## src/hw/rtl/tsdb_pkg.sv

```systemverilog
`timescale 1ns / 1ps
// shared types and constants for the text screen diff buffer
package tsdb_pkg;

    localparam logic [7:0] BLANK_CH    = 8'h20;
    localparam int         CELL_AW     = 16;
    localparam int         COORD_W     = 8;
    localparam int         QUEUE_DEPTH = 4;

    localparam logic [7:0] COLS_RESET = 8'd80;
    localparam logic [6:0] ROWS_RESET = 7'd24;

    localparam logic [1:0] KIND_PUT_XY  = 2'd0;
    localparam logic [1:0] KIND_PUT_CUR = 2'd1;
    localparam logic [1:0] KIND_SCAN    = 2'd2;

    localparam logic CFG_COLS = 1'b0;
    localparam logic CFG_ROWS = 1'b1;

    typedef enum logic {
        OP_PUT  = 1'b0,
        OP_SCAN = 1'b1
    } op_t;

    typedef struct packed {
        op_t                op;
        logic [CELL_AW-1:0] addr;
        logic [COORD_W-1:0] col;
        logic [COORD_W-1:0] row;
        logic [7:0]         ch;
        logic               last;
    } cmd_t;

endpackage

```

## src/hw/rtl/tsdb_queue.sv

```systemverilog
`timescale 1ns / 1ps
// short command queue between front and back
module tsdb_queue (
    input  logic           clk,
    input  logic           rst_n,
    input  logic           push,
    input  tsdb_pkg::cmd_t wr_cmd,
    input  logic           pop,
    output tsdb_pkg::cmd_t rd_cmd,
    output logic           empty,
    output logic           full
);
    import tsdb_pkg::*;

    localparam int PW = (QUEUE_DEPTH > 1) ? $clog2(QUEUE_DEPTH) : 1;
    localparam int CW = $clog2(QUEUE_DEPTH + 1);

    cmd_t          entries_reg [QUEUE_DEPTH];
    logic [PW-1:0] wr_ptr_reg, wr_ptr_next;
    logic [PW-1:0] rd_ptr_reg, rd_ptr_next;
    logic [CW-1:0] count_reg, count_next;

    assign empty  = (count_reg == '0);
    assign full   = (count_reg == CW'(QUEUE_DEPTH));
    assign rd_cmd = entries_reg[rd_ptr_reg];

    always_comb
    begin
        wr_ptr_next = wr_ptr_reg;
        rd_ptr_next = rd_ptr_reg;
        if (push)
        begin
            wr_ptr_next = (wr_ptr_reg == PW'(QUEUE_DEPTH - 1)) ? '0 : wr_ptr_reg + PW'(1);
        end
        if (pop)
        begin
            rd_ptr_next = (rd_ptr_reg == PW'(QUEUE_DEPTH - 1)) ? '0 : rd_ptr_reg + PW'(1);
        end
        count_next = count_reg + CW'(push) - CW'(pop);
    end

    always_ff @(posedge clk)
    begin
        if (push)
        begin
            entries_reg[wr_ptr_reg] <= wr_cmd;
        end
    end

    always_ff @(posedge clk or negedge rst_n)
    begin
        if (!rst_n)
        begin
            wr_ptr_reg <= '0;
            rd_ptr_reg <= '0;
            count_reg  <= '0;
        end
        else
        begin
            wr_ptr_reg <= wr_ptr_next;
            rd_ptr_reg <= rd_ptr_next;
            count_reg  <= count_next;
        end
    end

endmodule

```

## config.mk

```make
export PLATFORM = sky130hd
export DESIGN_NAME = tsdb_queue
export DESIGN_NICKNAME = d
export VERILOG_FILES = /design/src/hw/rtl/tsdb_pkg.sv /design/src/hw/rtl/tsdb_queue.sv
export SDC_FILE = /design/constraint.sdc
export NUM_CORES = 1
export LEC_CHECK = 0
export BUFFER_PORTS_ARGS = -buffer_cell sky130_fd_sc_hd__buf_4
export CORE_AREA = 2 2 118 120
export CTS_CLUSTER_SIZE = 25
export DETAILED_ROUTE_END_ITERATION = 10
export DIE_AREA = 0 0 120 122
export PLACE_DENSITY = 0.7
export SETUP_SLACK_MARGIN = 0.15
export SLEW_MARGIN = 15
export SYNTH_ARGS = -nofsm -noshare
export SYNTH_HDL_FRONTEND = slang
export SYNTH_SLANG_ARGS = --single-unit
```

## constraint.sdc

```tcl
create_clock -name clk -period 4.1 [get_ports clk]
set_clock_uncertainty 0.1 [all_clocks]
set_input_delay 0.615 -clock clk [delete_from_list [all_inputs] [get_ports clk]]
set_output_delay 0.615 -clock clk [all_outputs]
set_load 0.03 [all_outputs]
```

# Word-level counts from Yosys, hierarchy flattened
# Memory sizes are Yosys's and may differ from the RTL's.
# Index checks and enable logic that the tools add are counted.
# classes
add_sub_neg	4
n_mux	4
n_reduce_logical	1
eq_ne	3
# ops
operator	count
2-bit by 1-bit adder with 2-bit output (second input constant)	2
2-bit equality test (second input constant)	2
2-bit two-way mux	2
3-bit by 1-bit adder with 3-bit output	1
3-bit equality test (second input constant)	1
3-bit zero test	1
3-bit by 1-bit subtractor with 3-bit output	1
1-bit two-way mux	2
# totals
memories	1
elab_cells	16
ramBits	168
inputBits	46
out_inout_bits	44
reg_bits	7
# memory_table
name	words	word_bits	read_ports	rd_ports_with_merged_regs	wr	line	source
entries_reg	4	42	1	0	1	tsdb_queue.sv:18	cmd_t entries_reg [QUEUE_DEPTH];

# Longest topological paths before layout
# logic_depth
word_depth	2
ltp_mapped	6
depth_no_buf	6

# Worst setup path before layout
# OpenSTA, ideal clock, no wires.
# synth_timing
kind	register -> register
startpoint	reg wr_ptr_reg[0]
endpoint	mem entries_reg[2][0] in the netlist's numbering (enable)
arrival_ns	1.632
synth_period_minus_slack_ns	2.135
path_stages_with_launch	4
setup_ns	0.403
setup_slack_ns	1.965
path_buffers	0
cell_sequence	dfrtp_1 inv_1 ha_1 and2_1
# synth_lines
element	line	source
start: declaration	tsdb_queue.sv:19	logic [PW-1:0] wr_ptr_reg, wr_ptr_next;
start signal: assignment	tsdb_queue.sv:60	wr_ptr_reg <= wr_ptr_next;
end: declaration	tsdb_queue.sv:18	
# Straight into the memory's write port.

==> impl_results.md <==
- Crit Path Class: reg -> out
- Post-CTS Setup Inserts: 0
- Leakage: 2.77 nW
- Max Cap Viol: 0
- Post-synth top cells: edfxtp_1 (168), mux4_2 (38), dfrtp_1 (7), ha_1 (7), inv_1 (6)
- Vias: 2878
- CP max stage delay: 1.01 ns
- Unrepaired setup endpoints after global routing: false
- Slew Viols, Final: 0
- All-Layer GR Usage: 15.7%
- Vias in the first global route: 3045
- Ys async rst share: 4.00%
- Core area: 0.0135 mm2
- Total routed wirelength: 10.6 mm
- Mapped Cells: 256
- XOR/XNOR Fraction of Synth Area: 0.268%
- Clk pin slew, worst setup/hold paths: 0.06 ns
- First-pass GRT wire length: 16.4 mm
- Sink Count: 175
- Clock latency on the worst-skew pair: 0.42 ns
- Syn Nets: 310
- Critical path cell sequence: mux4_1 > buf_4
- Area of the die: 0.0146 mm2
- Drt pass-1 iters: 4
- Worst Max-Slew Pin Slew: 1.11 ns
- Yosys cell types: 20
- Seq/Total Area, Yosys: 79.9%
- CP arrival: 2.28 ns
- Initial antenna violation count: 1
- Mux cell area share after synthesis: 15.1%
- Share of cells above drive strength 1: 44.5%
- Post-layout nets: 413
- CTS tree: done
- DP Wirelength: 6.14 mm
- Switching fraction of total power: 31.3%
- Largest net degree at the start of global routing: 46
- FF-to-FF setup slack: 1.94 ns
- Post-Syn Area per Cell: 25.5 um2
- Final setup vio count: 0
- DRC errors left: 0
- Routability cong.: 0.672
- Synth Cell Area: 0.00653 mm2
- Synth Area in Compound Gates: 0.153%
- Die X-Extent: 120 um
- Synth Register Bits: 175
- Pwr per Cell Area: 752 mW/mm2
- Post-DRT Antenna Nets: 0
- Crit Path Max Fanout: 45
- CP delay by family, top: flip-flops
- Clock tree buffer depth: 2
- Net Sw Power: 1.86 mW
- Non-Filler Instances: 552
- Area Growth Syn to Fin: 21.3%
- Fmax: 334 MHz
- Int Pwr: 4.10 mW
- VDD IR max: 0.441 mV
- Comb power frac: 30.8%
- Top post-synthesis cells by area: edfxtp_1 (77%), mux4_2 (13%), dfrtp_1 (2.7%)
- Drt wl/cell: 19.2 um
- Ys Warns: 0
- Synth Area in Simple Gates: 0.805%
- I/O pin total: 90
- Main combinational cell family by area after synthesis: multiplexers
- Final worst path period share: 73.1%
- H-tree depth: 4
- Synth top area share: 77.3%
- Worst min path class: in -> reg
- Max reg flops: 168
- Post-CTS Hold Buffers: 1
- Rel. slew slack: 26.0%
- Element type at the critical path end: output port
- Placed Cells: 519
- DR iter-0 viols: 225
- Cell taking the most area after synthesis: edfxtp_1
- Fin. Hold Viols: 0
- Ys flop type: edfxtp_1
- Seq pwr share: 43.4%
- Run status: complete, no violations
- CP required: 3.38 ns
- Port bufs: 89
- Worst Path Buf+Inv: 1
- CP max stage cell: dfrtp_4
- Post-synth EDFFs: 168
- Clk pwr share: 25.8%
- Final setup TNS: 0 ns
- Die height: 122 um
- Initial Utilization: 48.4%
- Root Driver: clkbuf_16
- Grt ovf: 0
- Critical path startpoint category: flip-flop
- Min Tclk post-route: 3.00 ns
- Synth Area in Adders: 1.65%
- Post-DR vias/cell: 5.21
- Cts repair resizes: 0
- Num CTS Buffers: 17
- Top-count cell post-synth: edfxtp_1
- Row cnt: 43
[cell families after synthesis]
group | count (synthesis)
DFF | 175
muxes | 44
buffers and inverters | 16
and+or+nand+nor | 9
adders and majority gates | 8
AOI/OAI and AO/OA | 2
xor gates and xnor gates | 2
[worst paths after layout]
check                                endpoint     startpoint  cells past startpoint
setup / recovery                   rd_cmd[41]  rd_ptr_reg[0]                      2
hold / removal              entries_reg[3][3]      wr_cmd[3]                      1
max in group asynchronous       rd_ptr_reg[0]          rst_n                      2
hold reg to reg                  count_reg[2]   count_reg[2]                      2
min in group asynchronous        count_reg[0]          rst_n                      2
setup reg to reg           entries_reg[0][17]  wr_ptr_reg[0]                      4
[per-stage QoR]
stage | setup slack (ns) | util [%] | hold slack (ns) | power [mW] | instance area, um2
CTS | 1.02 | 58.6 | 0.277 | 6.04 | 7920
floorplan | 1.96 | - | 0.219 | 3.92 | 6530
detailed placement | 1.48 | 54.4 | 0.334 | 4.50 | 7350
global placement | 1.48 | 54.4 | 0.330 | 4.47 | 7350
finish | 1.10 | 58.7 | 0.295 | 5.96 | 7920
global route | 0.929 | 58.6 | 0.275 | 6.23 | 7920
[per-layer routing]
| layer | share of wire, % | wire [um] | track usage, % | vias to the layer above |
|---|---|---|---|---|
| met1 | 41 | 4330 | 19.8 | 1503 |
| met5 | 0 | 0 | 0 | - |
| met2 | 51 | 5390 | 24.6 | 69 |
| met4 | 2.1 | 218 | 7.65 | 0 |
| met3 | 6.0 | 639 | 5.24 | 18 |
| li1 | - | - | - | 1288 |
[layout make-up]
class | count | area, um2
tap | 180 | 225
multi-input combinational | 65 | 1180
antenna | 1 | 2.50
clock inverter | 8 | 115
inverter | 6 | 22.5
sequential | 175 | 5230
clock buffer | 23 | 448
fill | 981 | 5580
timing repair buffer | 94 | 708
[power groups by stage]
stage                     Clock [mW]  Sequential, mW  Combinational [mW]
after global routing            1.64            2.64                1.94
after global placement             0            2.63                1.84
after detailed placement           0            2.65                1.86
after CTS                       1.57            2.61                1.86
after floorplan                    0            2.39                1.53
final                           1.54            2.59                1.83
[cells in the final DEF, fill, tap and decap left out]
cell             n
and2_2           4
and3_1           1
buf_4           93
bufinv_16        3
clkbuf_1         6
clkbuf_16       17
clkinv_2         5
dfrtp_1          5
dfrtp_2          1
dfrtp_4          1
diode_2          1
dlygate4sd3_1    1
edfxtp_1       168
fa_1             1
ha_1             7
inv_1            6
mux2_2           2
mux4_1           4
mux4_2          38
nand2_1          1
nor2_1           1
nor3_1           1
o21ai_0          2
or3b_2           1
xnor2_1          1
xor2_1           1
Power figures use the tool's default switching activity.
