===== src/hw/rtl/tsdb_pkg.sv =====
`timescale 1ns / 1ps
// shared types and constants for the text screen diff buffer
package tsdb_pkg;

    localparam logic [7:0] BLANK_CH    = 8'h20;
    localparam int         CELL_AW     = 16;
    localparam int         COORD_W     = 8;
    localparam int         QUEUE_DEPTH = 4;

    localparam logic [7:0] COLS_RESET = 8'd80;
    localparam logic [6:0] ROWS_RESET = 7'd24;

    localparam logic [1:0] KIND_PUT_XY  = 2'd0;
    localparam logic [1:0] KIND_PUT_CUR = 2'd1;
    localparam logic [1:0] KIND_SCAN    = 2'd2;

    localparam logic CFG_COLS = 1'b0;
    localparam logic CFG_ROWS = 1'b1;

    typedef enum logic {
        OP_PUT  = 1'b0,
        OP_SCAN = 1'b1
    } op_t;

    typedef struct packed {
        op_t                op;
        logic [CELL_AW-1:0] addr;
        logic [COORD_W-1:0] col;
        logic [COORD_W-1:0] row;
        logic [7:0]         ch;
        logic               last;
    } cmd_t;

endpackage


===== src/hw/rtl/tsdb_front.sv =====
`timescale 1ns / 1ps
// front end: config registers, cursor, scan position, clipping and command build
module tsdb_front #(
    parameter int MAX_COLS = 128,
    parameter int MAX_ROWS = 64
) (
    input  logic               clk,
    input  logic               rst_n,
    input  logic               start,
    input  logic               busy,
    input  logic [1:0]         kind,
    input  logic signed [11:0] col,
    input  logic signed [11:0] row,
    input  logic [7:0]         ch,
    input  logic               cfg_we,
    input  logic               cfg_index,
    input  logic [7:0]         cfg_data,
    output logic               push,
    output tsdb_pkg::cmd_t     cmd
);
    import tsdb_pkg::*;

    localparam int NCW = $clog2(MAX_COLS + 1);
    localparam int NRW = $clog2(MAX_ROWS + 1);

    logic [7:0]         cols_in_use_reg;
    logic [6:0]         rows_in_use_reg;
    logic [11:0]        cursor_col_reg, cursor_col_next;
    logic [11:0]        cursor_row_reg, cursor_row_next;
    logic [NCW-1:0]     scan_col_reg, scan_col_next;
    logic [NRW-1:0]     scan_row_reg, scan_row_next;
    logic [8:0]         cols_wide, rows_wide;
    logic [NCW-1:0]     eff_cols;
    logic [NRW-1:0]     eff_rows;
    logic               accept;
    logic [11:0]        put_c, put_r;
    logic               on_screen;
    logic [NCW-1:0]     cur_c;
    logic [NRW-1:0]     cur_r;
    logic               last_col, last_row;
    logic [COORD_W-1:0] sel_c, sel_r;

    assign accept    = start && !busy;
    assign cols_wide = {1'b0, cols_in_use_reg};
    assign rows_wide = {2'b00, rows_in_use_reg};

    // zero means one, above the maximum means the maximum
    assign eff_cols = (cols_in_use_reg == '0) ? NCW'(1) :
                      (cols_wide > 9'(MAX_COLS)) ? NCW'(MAX_COLS) : NCW'(cols_wide);
    assign eff_rows = (rows_in_use_reg == '0) ? NRW'(1) :
                      (rows_wide > 9'(MAX_ROWS)) ? NRW'(MAX_ROWS) : NRW'(rows_wide);

    assign put_c = (kind == KIND_PUT_XY) ? col : cursor_col_reg;
    assign put_r = (kind == KIND_PUT_XY) ? row : cursor_row_reg;

    assign on_screen = !put_c[11] && !put_r[11] &&
                       (put_c < 12'(eff_cols)) && (put_r < 12'(eff_rows));

    // restart the scan if the screen shrank under it
    always_comb
    begin
        cur_c = scan_col_reg;
        cur_r = scan_row_reg;
        if (scan_col_reg >= eff_cols || scan_row_reg >= eff_rows)
        begin
            cur_c = '0;
            cur_r = '0;
        end
        last_col = (cur_c + NCW'(1)) == eff_cols;
        last_row = (cur_r + NRW'(1)) == eff_rows;
    end

    always_comb
    begin
        cursor_col_next = cursor_col_reg;
        cursor_row_next = cursor_row_reg;
        scan_col_next   = scan_col_reg;
        scan_row_next   = scan_row_reg;
        push            = 1'b0;
        if (accept)
        begin
            unique case (kind)
                KIND_PUT_XY:
                begin
                    cursor_col_next = col + 12'd1;
                    cursor_row_next = row;
                    push            = on_screen;
                end
                KIND_PUT_CUR:
                begin
                    cursor_col_next = cursor_col_reg + 12'd1;
                    push            = on_screen;
                end
                KIND_SCAN:
                begin
                    push = 1'b1;
                    if (last_col && last_row)
                    begin
                        scan_col_next = '0;
                        scan_row_next = '0;
                    end
                    else if (last_col)
                    begin
                        scan_col_next = '0;
                        scan_row_next = cur_r + NRW'(1);
                    end
                    else
                    begin
                        scan_col_next = cur_c + NCW'(1);
                        scan_row_next = cur_r;
                    end
                end
                default:
                begin
                    push = 1'b0;
                end
            endcase
        end
    end

    always_comb
    begin
        sel_c    = (kind == KIND_SCAN) ? COORD_W'(cur_c) : put_c[COORD_W-1:0];
        sel_r    = (kind == KIND_SCAN) ? COORD_W'(cur_r) : put_r[COORD_W-1:0];
        cmd.op   = (kind == KIND_SCAN) ? OP_SCAN : OP_PUT;
        cmd.col  = sel_c;
        cmd.row  = sel_r;
        cmd.addr = CELL_AW'(int'(sel_r) * MAX_COLS + int'(sel_c));
        cmd.ch   = ch;
        cmd.last = last_col && last_row;
    end

    always_ff @(posedge clk or negedge rst_n)
    begin
        if (!rst_n)
        begin
            cols_in_use_reg <= COLS_RESET;
            rows_in_use_reg <= ROWS_RESET;
        end
        else if (cfg_we)
        begin
            unique case (cfg_index)
                CFG_COLS: cols_in_use_reg <= cfg_data;
                CFG_ROWS: rows_in_use_reg <= cfg_data[6:0];
                default:  cols_in_use_reg <= cols_in_use_reg;
            endcase
        end
    end

    always_ff @(posedge clk or negedge rst_n)
    begin
        if (!rst_n)
        begin
            cursor_col_reg <= '0;
            cursor_row_reg <= '0;
            scan_col_reg   <= '0;
            scan_row_reg   <= '0;
        end
        else
        begin
            cursor_col_reg <= cursor_col_next;
            cursor_row_reg <= cursor_row_next;
            scan_col_reg   <= scan_col_next;
            scan_row_reg   <= scan_row_next;
        end
    end

endmodule


===== config.mk =====
export PLATFORM = sky130hd
export DESIGN_NAME = tsdb_front
export DESIGN_NICKNAME = d
export VERILOG_FILES = /design/src/hw/rtl/tsdb_pkg.sv /design/src/hw/rtl/tsdb_front.sv
export SDC_FILE = /design/constraint.sdc
export NUM_CORES = 1
export LEC_CHECK = 0
export BUFFER_PORTS_ARGS = -buffer_cell sky130_fd_sc_hd__buf_2
export CAP_MARGIN = 10
export CELL_PAD_IN_SITES_DETAIL_PLACEMENT = 1
export CELL_PAD_IN_SITES_GLOBAL_PLACEMENT = 1
export CORE_UTILIZATION = 35
export CTS_BUF_LIST = sky130_fd_sc_hd__clkbuf_2 sky130_fd_sc_hd__clkbuf_4 sky130_fd_sc_hd__clkbuf_8
export DETAILED_ROUTE_END_ITERATION = 10
export GPL_ROUTABILITY_DRIVEN = 0
export PLACE_DENSITY_LB_ADDON = 0.1
export SYNTH_ARGS = -nofsm -noshare
export SYNTH_HDL_FRONTEND = slang
export SYNTH_SLANG_ARGS = --single-unit

===== constraint.sdc =====
create_clock -name clk -period 8.2 [get_ports clk]
set_input_delay 2.05 -clock clk [delete_from_list [all_inputs] [get_ports clk]]
set_output_delay 2.05 -clock clk [all_outputs]
set_load 0.02 [all_outputs]

# After elaboration in Yosys (flattened, before gate mapping)
# Cells that the tools add are included.
# op_classes
bitwise,1
n_eq_ne,4
addsub,5
muxes,18
n_lt_le_gt_ge,6
reduce_logical,18
# op_table
cell,count
8-bit two-way mux,7
7-bit two-way mux,5
"12-bit by 1-bit adder with 12-bit output, second input constant",2
12-bit two-way mux,2
12-bit case mux with 2 select lines,1
15-bit by 8-bit adder with 16-bit output,1
12-bit by 7-bit < comparator with 1-bit output,1
12-bit by 8-bit < comparator with 1-bit output,1
"8-bit by 1-bit adder with 8-bit output, second input constant",1
8-bit == test,1
8-bit >= comparator,1
"8-bit > comparator, second input constant",1
8-bit logical NOT,1
2-bit AND reduction,4
"7-bit by 1-bit adder with 7-bit output, second input constant",1
7-bit == test,1
7-bit >= comparator,1
"7-bit > comparator, second input constant",1
7-bit logical NOT,1
1-bit logical AND,5
1-bit logical NOT,3
"2-bit by 1-bit == test with 1-bit output, second input constant",1
"2-bit == test, second input constant",1
2-bit logical NOT,1
other kinds (6),7
# word_totals
input_bits,48
word_cells,58
out_inout_bits,43
register_bits,54

# Depth between registers and ports, before layout
# Gate-level depths: netlist of the first run.
# depth
word_depth,10
depth_mapped,21
mapped_depth_nobuf,18

# Least setup slack after synthesis of the first run
# Ideal clock, no wire load.
# synth_timing
kind,input to output
start,input kind[0]
end,output cmd[40] (netlist name)
arrival_ns,4.704
setup_slack_ns,1.446
path_buffers,2
required_time_ns,6.150
cell_stages,10
path_cell_list,clkbuf_1 -> nand2b_1 -> inv_1 -> clkbuf_1 -> nand2_1 -> o21ai_0 -> ha_1 -> ha_1 -> nand2_1 -> nor3b_1
# synth_lines
item,line,text
start: declaration,tsdb_front.sv:11,"input logic [1:0] kind,"
end: declaration,tsdb_front.sv:19,output tsdb_pkg::cmd_t cmd

==> results of run 1 <==
-- stage by stage --
| step | total power [mW] | hold slack (ns) | area (um^2) | std cells |
|---|---|---|---|---|
| 6_report | 1.07 | 0.497 | 5400 | 800 |
| 3_3_place_gp | 0.821 | 0.461 | 5250 | 792 |
| 3_5_place_dp | 0.837 | 0.472 | 5250 | 792 |
| 4_1_cts | 1.08 | 0.502 | 5400 | 800 |
| 5_1_grt | 1.15 | 0.537 | 5400 | 800 |
| 2_1_floorplan | 0.708 | 0.445 | 4900 | 586 |
-- per-layer routing --
metal,vias to the layer above,global-route usage [%]
li1,2213,-
met1,2293,28.5
met2,68,39.9
met3,24,3.49
met4,0,7.48
met5,-,0
-- area by class of cell --
type                            instances  area (um^2)  area share (%)
Multi-Input combinational cell        465         3200            59.4
Sequential cell                        54         1360            25.1
Timing Repair Buffer                   78          400            7.42
Tap cell                              176          220            4.08
Clock buffer                            6         82.6            1.53
Inverter                               19         71.3            1.32
Clock inverter                          2         60.1            1.11
-- cells by family after synthesis --
family | Yosys count | synth area share (%)
AND/OR/NAND/NOR | 217 | 21.8
AO/OA/AOI/OAI | 146 | 20.7
buffers and inverters | 67 | 6.99
flip-flops | 54 | 27.7
multiplexers | 43 | 9.72
adder cells (fa/ha/maj) | 33 | 8.42
XOR/XNOR | 26 | 4.64
-- cells in the mapped netlist, types with 8 or more instances --
master    instances
nand4_1           9
dfrtp_1          50
a211oi_1          8
xor2_1            8
o211ai_1          9
buf_2            12
o21ai_0          28
nor4_1            8
nand3_1          24
ha_1             33
inv_1            18
nand2b_1         12
xnor2_1          18
nor2_1           25
a21oi_1          29
nor3_1           11
mux2i_1          15
nand2_1          92
o22ai_1          10
mux2_2           27
clkbuf_1         16
buf_4            16
-- worst max path at each step --
stage	from	endpoint	slack, ns	depth (start not counted)
6_report	rows_in_use_reg[2]$_DFFE_PN0P_	cmd[0]	0.64	19
5_1_grt	rows_in_use_reg[2]$_DFFE_PN0P_	cmd[0]	0.14	19
2_1_floorplan	kind[0]	cmd[40]	1.45	10
3_3_place_gp	rows_in_use_reg[2]$_DFFE_PN0P_	cmd[0]	1.26	19
3_5_place_dp	rows_in_use_reg[2]$_DFFE_PN0P_	cmd[0]	1.07	19
4_1_cts	rows_in_use_reg[2]$_DFFE_PN0P_	cmd[0]	0.61	19
-- where the power goes --
group | leakage, nW | internal, mW | switching (mW) | total [mW]
registers | 0.656 | 0.309 | 0.0622 | 0.371
clock network | 0.0714 | 0.130 | 0.110 | 0.241
logic | 1.67 | 0.177 | 0.281 | 0.458
total | 2.39 | 0.616 | 0.454 | 1.07
-- worst min-delay path, delay by kind of cell (launching register included) --
| family | cells | cell delay [ns] |
|---|---|---|
| flops | 1 | 0.36 |
| simple gates | 2 | 0.11 |
==> results.yml, run 1 <==
routing:
  dr.pass1.iters: 4
  highest_layer: "met4"
  drt_iter0_drc: 259
  routedWlPerCell_um: 19.7
  vias: 4598
  antenna_left: 0
  met3_length_um: 504
  m1WireLength_mm: 7.14
  vias_per_cell: 5.75
  drt_wl_total_mm: 15.7
  met2_length_mm: 7.87
  drc: 0
clock_network:
  clockBufferDepth: 2
  cts_sinks: 54
  cts_tree: "done"
  insertion_delay_ns: 0.36
  cts.clk_slew.worst_paths_ns: 0.11
  h-tree-depth: 2
  ctsResizeCount: 0
  postCtsSetupBuffers: 0
  hold_buffers: 0
  clock-root-buffer: "clkbuf_8"
  cts_buffers: 5
die:
  top_level_ports: 91
  chipHeight_um: 120
  rows: 42
  die_area_mm2: 0.0145
  coreArea_mm2: 0.0135
  initial_core_util_pct: 36.4
  die_w_um: 120
status:
  status: "complete, no violations"
yosys:
  avgSynthCellArea_um2: 8.37
  synth_cell_type_count: 69
  netlist_instances: 586
  syn_nets: 667
  ys_top_cells_by_area: "dfrtp_1, ha_1, nand2_1, mux2_2, xnor2_1"
  yosysTopAreaCellShare_pct: 25.5
  synth_edf_count: 0
  synthFlopType: "dfrtp_1"
  seq_area_frac_synth_pct: 27.7
  yosysWarnings: 0
  synthArstFlopShare_pct: 100
  synth_area_mm2: 0.00490
  synth_seq_cells: 54
  synth_largest_area_cell: "dfrtp_1"
power:
  power.density_mw_per_mm2: 198
  irDropWorstVdd_uv: 101
  p_leak_nw: 2.39
timing:
  slew_violations: 0
  finalCritPeriodShare_pct: 92.2
  worstMarginPinSlew_ns: 1.13
  max_freq_mhz: 132
  skew_ns: 0.0137
  hold_viol: 0
  relSlewSlack_pct: 24.1
  final.setup.tns_ns: 0
  rsz0062_at_grt: "false"
  setup_violations: 0
  setup_slack_ns: 0.636
  min_period_ns: 7.56
final_layout:
  areaGrowthSynthToFinish_pct: 10.0
  drive_gt1_share_pct: 21.2
  nNetsFinal: 704
  fillers: 1656
  final_common_cell: "nand2_1"
  diodes: 0
  final_util_pct: 40.1
  mostFrequentLayoutCells: "nand2_1, buf_2, dfrtp_1, ha_1, a21oi_1"
placed_design:
  dp_hpwl_mm: 12.1
  pre_cts_ws_ns: 1.07
  portBuffers: 74
setup_path:
  rr_worst_depth: 19
  r2r_slack_ns: 2.65
  reg2reg_from: "rows_in_use_reg[2]$_DFFE_PN0P_"
  critPathMaxStageDelay_ns: 0.49
  crit_required_ns: 6.15
  cp_max_fo: 27
  arrival_ns: 5.51
  critPathLaunchType: "flop"
  setup.worst_path.class: "flop to output port"
  cp_slowest_cell: "nor4_1"
  critPathCaptureType: "output port"
  r2r_end: "scan_row_reg[2]$_DFFE_PN0P_"
  crit_chain: "nor4_1 -> a21oi_1 -> nor2_1 -> ha_1 -> nand2b_1 -> a211o_1 -> a221oi_4 -> buf_4 -> nand2_8 -> nor2_1 -> ha_1 -> nand3_1 -> o21a_1 -> a2111oi_0 -> o211ai_1 -> a211oi_1 -> and2_1 -> and2_1 -> buf_2"
  crit_buf_inv: 2
  cp_top_family: "simple AND/OR/NAND/NOR gates"
hold_path:
  min_from: "cursor_row_reg[8]$_DFFE_PN0P_"
  min_path_type: "flop to flop"
  min_path_cells: 2
  holdPathEnd: "cursor_row_reg[8]$_DFFE_PN0P_"
global_route:
  antenna_found_initial: 0
  grt_pass1_vias: 4858
  grt_pass1_wl_mm: 25.6
  grt_overflow: 0
  grtUsageTotal_pct: 22.8
  grt_max_degree: 55
flow_run:
  maxCapViolCount: 0
Note: power is estimated with default switching activity, not from simulation.
==> inputs of run 2 (changes only) <==
Settings changed: BUFFER_PORTS_ARGS -buffer_cell sky130_fd_sc_hd__buf_2 to -buffer_cell sky130_fd_sc_hd__buf_4.
==> results.yml, run 2 (synthesized netlist as in run 1, its figures left out) <==
final_layout:
  diodes: 0
  fillers: 1624
  final_common_cell: "nand2_1"
  mostFrequentLayoutCells: "nand2_1, buf_4, dfrtp_1, ha_1, a21oi_1"
  areaGrowthSynthToFinish_pct: 12.7
  drive_gt1_share_pct: 21.0
  final_util_pct: 41.1
  nNetsFinal: 703
power:
  irDropWorstVdd_uv: 77.5
  power.density_mw_per_mm2: 185
  p_leak_nw: 2.42
hold_path:
  min_path_cells: 2
  min_path_type: "flop to flop"
  min_from: "cursor_row_reg[8]$_DFFE_PN0P_"
timing:
  finalCritPeriodShare_pct: 91.9
  hold_viol: 0
  min_period_ns: 7.54
  relSlewSlack_pct: 21.7
  slew_violations: 0
  max_freq_mhz: 133
  worstMarginPinSlew_ns: 1.17
  rsz0062_at_grt: "false"
  skew_ns: 0.00577
  setup_slack_ns: 0.663
  final.setup.tns_ns: 0
  setup_violations: 0
routing:
  drt_iter0_drc: 301
  vias: 4582
  dr.pass1.iters: 5
  drc: 0
  vias_per_cell: 5.73
  antenna_left: 0
  routedWlPerCell_um: 19.5
  drt_wl_total_mm: 15.6
global_route:
  grtUsageTotal_pct: 22.3
  grt_overflow: 0
  grt_pass1_vias: 4679
  grt_max_degree: 55
  grt_pass1_wl_mm: 25.1
  antenna_found_initial: 0
clock_network:
  h-tree-depth: 2
  ctsResizeCount: 0
  clock-root-buffer: "clkbuf_8"
  cts_tree: "done"
  insertion_delay_ns: 0.33
  hold_buffers: 0
  cts_buffers: 5
  clockBufferDepth: 2
  cts.clk_slew.worst_paths_ns: 0.10
  postCtsSetupBuffers: 0
  cts_sinks: 54
setup_path:
  reg2reg_from: "rows_in_use_reg[2]$_DFFE_PN0P_"
  critPathMaxStageDelay_ns: 0.48
  critPathCaptureType: "output port"
  cp_max_fo: 27
  arrival_ns: 5.49
  crit_chain: "nor4_1 -> a21oi_1 -> nor2_1 -> ha_1 -> nand2b_1 -> a211o_1 -> a221oi_4 -> buf_4 -> nand2_8 -> nor2_1 -> ha_1 -> nand3_1 -> xnor2_1 -> nand2_1 -> a31o_2 -> a2111oi_0 -> and2_1 -> and2_1 -> buf_4"
  setup.worst_path.start: "rows_in_use_reg[2]$_DFFE_PN0P_"
  cp_slowest_cell: "nor4_1"
  crit_required_ns: 6.15
  rr_worst_depth: 19
  setup.worst_path.class: "flop to output port"
  critPathLaunchType: "flop"
flow_run:
  maxCapViolCount: 0
die:
  coreArea_mm2: 0.0135
  die_area_mm2: 0.0145
  initial_core_util_pct: 36.4
  die_w_um: 120
  rows: 42
  chipHeight_um: 120
  top_level_ports: 91
status:
  status: "complete, no violations"
placed_design:
  portBuffers: 74
  dp_hpwl_mm: 11.8
  pre_cts_ws_ns: 1.14
[run 2: changes by cell type in the layout (fill, tap and decap cells not counted)]
cell / change
buf_2: -74
buf_4: +73
bufinv_16: -2
clkbuf_4: +1
clkinv_2: +1
[run 2: area by class of cell]
class / instances / area [um^2] / share of cell area, %
Clock buffer: 7 / 90.1 / 1.63
Clock inverter: 1 / 5.00 / 0.0906
Inverter: 19 / 71.3 / 1.29
Multi-Input combinational cell: 465 / 3200 / 58.0
Sequential cell: 54 / 1360 / 24.5
Tap cell: 176 / 220 / 3.99
Timing Repair Buffer: 77 / 578 / 10.5
[run 2: final timing paths]
path,slack (ns),to
min,0.49,cursor_row_reg[8]$_DFFE_PN0P_
min in group asynchronous,1.80,scan_row_reg[5]$_DFFE_PN0P_
max reg2reg,2.72,scan_row_reg[2]$_DFFE_PN0P_
max in group asynchronous,5.92,cols_in_use_reg[7]$_DFFE_PN0P_
max,0.66,cmd[0]
min reg2reg,0.49,cursor_row_reg[8]$_DFFE_PN0P_
[run 2: report_power, final]
group | switching (mW) | internal [mW] | leakage (nW) | total [mW]
clock network | 0.100 | 0.0719 | 0.0517 | 0.172
registers | 0.0619 | 0.309 | 0.656 | 0.371
logic | 0.285 | 0.197 | 1.71 | 0.482
[run 2: routing by layer]
layer	vias to the layer above	global-route usage [%]	wire [um]
met5	-	0	0
met2	95	38.0	7640
met4	0	5.63	117
li1	2214	-	-
met1	2260	29.8	7190
met3	13	2.92	639
[run 2: stage by stage]
stage,total power [mW],std cells,instance area (um^2),hold slack [ns]
after CTS,1.04,799,5530,0.494
after global placement,0.843,791,5430,0.462
after floorplan,0.708,586,4900,0.445
after global routing,1.10,799,5530,0.521
final,1.02,799,5530,0.491
after detailed placement,0.857,791,5430,0.468
[run 2: critical path: cells and delay by family (launching register included)]
kind                       cells  cell delay (ns)
xor gates and xnor gates       1             0.34
and+or+nand+nor                9             2.10
buffers and inverters          2             0.39
AOI/OAI and AO/OA              5             1.32
adders and majority gates      2             0.57
DFF                            1             0.41
==> inputs of run 3 (changes only) <==
Settings changed: CORE_UTILIZATION 35 to 47.
Clock period 8.2 ns to 9.7 ns, I/O delays scaled along.
==> results.yml, run 3 (synthesized netlist as in run 1, its figures left out) <==
global_route:
  met1_usage_pct: 35.9
  grtUsageTotal_pct: 28.7
  grt_pass1_vias: 4883
  grtUsageMet2_pct: 50.4
  grt_max_degree: 55
  grt_busiest_layer: "met2"
  met3_usage_pct: 3.88
  grt_overflow: 0
  grt_pass1_wl_mm: 25.0
  antenna_found_initial: 0
timing:
  finalCritPeriodShare_pct: 86.2
  setup_violations: 0
  skew_ns: 0.00974
  worstMarginPinSlew_ns: 1.11
  final.setup.tns_ns: 0
  rsz0062_at_grt: "false"
  slew_violations: 0
  relSlewSlack_pct: 25.8
  hold_viol: 0
  min_period_ns: 8.36
  max_freq_mhz: 120
routing:
  routedWlPerCell_um: 20.2
  vias: 4727
  dr.pass1.iters: 4
  antenna_left: 0
  drt_iter0_drc: 200
  drc: 0
  vias_per_cell: 6.26
  drt_wl_total_mm: 15.2
clock_network:
  clock-root-buffer: "clkbuf_8"
  insertion_delay_ns: 0.33
  cts.clk_slew.worst_paths_ns: 0.11
  postCtsSetupBuffers: 0
  cts_buffers: 5
  cts_tree: "done"
  ctsResizeCount: 0
  hold_buffers: 0
  h-tree-depth: 2
  clockBufferDepth: 2
  cts_sinks: 54
die:
  die_area_mm2: 0.0108
  initial_core_util_pct: 49.3
  coreArea_mm2: 0.00995
  die_w_um: 104
  top_level_ports: 91
  rows: 36
  chipHeight_um: 104
final_layout:
  diodes: 0
  stdcell_count: 755
  mostFrequentLayoutCells: "nand2_1, buf_4, dfrtp_1, ha_1, a21oi_1"
  nNetsFinal: 702
  final_common_cell: "nand2_1"
  drive_gt1_share_pct: 20.9
  areaGrowthSynthToFinish_pct: 11.8
setup_path:
  crit_buf_inv: 1
  critPathLaunchType: "flop"
  critPathCaptureType: "output port"
  setup.worst_path.class: "flop to output port"
  cp_slowest_cell: "a221oi_4"
  cp_max_fo: 27
  arrival_ns: 5.94
  crit_required_ns: 7.28
  cp_top_family: "simple AND/OR/NAND/NOR gates"
  crit_chain: "nor4_1 -> a21oi_1 -> nor2_1 -> ha_1 -> nand2b_1 -> a211o_1 -> a221oi_4 -> nand2_8 -> nor2_1 -> ha_1 -> nand3_1 -> xnor2_1 -> nand2_1 -> a31o_2 -> a2111oi_0 -> and2_1 -> and2_1 -> buf_4"
  critPathMaxStageDelay_ns: 0.62
flow_run:
  maxCapViolCount: 0
power:
  irDropWorstVdd_uv: 83.0
  p_leak_nw: 2.42
  power.density_mw_per_mm2: 161
hold_path:
  min_path_type: "flop to flop"
status:
  status: "complete, no violations"
placed_design:
  dp_cells: 747
  dp_hpwl_mm: 11.6
  portBuffers: 74
run 3: cell count changes in the layout (fill, tap and decap cells not counted):
| cell | delta |
|---|---|
| bufinv_16 | +1 |
| clkbuf_4 | -1 |
| clkbuf_8 | -1 |
| buf_4 | -1 |
| inv_6 | +1 |
run 3: final cells by class:
type                    count  area (um^2)
clock buffers               5         68.8
clock inverters             3         43.8
fillers                  1233         4470
inverters                  19         71.3
multi-input cells         465         3200
flip-flops and latches     54         1360
well taps                 133          166
repair buffers             76          571
run 3: worst paths after layout:
path,startpoint,endpoint,slack (ns),depth (start not counted)
worst max register to register,rows_in_use_reg[2]$_DFFE_PN0P_,scan_row_reg[2]$_DFFE_PN0P_,3.85,18
worst min-delay path,cursor_row_reg[2]$_DFFE_PN0P_,cursor_row_reg[2]$_DFFE_PN0P_,0.49,2
min in group asynchronous,rst_n,cursor_row_reg[9]$_DFFE_PN0P_,2.16,1
worst min register to register,cursor_row_reg[2]$_DFFE_PN0P_,cursor_row_reg[2]$_DFFE_PN0P_,0.49,2
max in group asynchronous,rst_n,cols_in_use_reg[7]$_DFFE_PN0P_,7.04,1
worst max-delay path,rows_in_use_reg[2]$_DFFE_PN0P_,cmd[0],1.34,18
run 3: layer usage:
layer | part of all wire (%) | routed length [um]
met5 | 0 | 0
met4 | 2.2 | 336
met3 | 4.3 | 648
met2 | 51 | 7730
met1 | 43 | 6520
run 3: metrics by stage:
| stage | hold WS [ns] | setup WS (ns) | power [mW] | util, % | instance area, um^2 |
|---|---|---|---|---|---|
| floorplan | 0.445 | 2.20 | 0.598 | - | 4900 |
| global placement | 0.461 | 2.04 | 0.700 | 53.9 | 5370 |
| detailed placement | 0.470 | 1.87 | 0.721 | 53.9 | 5370 |
| CTS | 0.496 | 1.41 | 0.886 | 55.1 | 5480 |
| global route | 0.528 | 0.968 | 0.939 | 55.1 | 5480 |
| finish | 0.489 | 1.34 | 0.883 | 55.1 | 5480 |
run 3: tightest hold or removal path: cells and delay by family (launching register included):
family / cells / cell delay (ns)
simple gates: 1 / 0.05
compound gates: 1 / 0.06
flops: 1 / 0.36
run 3: power by group:
part	total (mW)	switching [mW]	internal, mW
registers	0.313	0.0520	0.261
logic	0.406	0.241	0.165
clock network	0.164	0.0860	0.0776
total	0.883	0.379	0.504
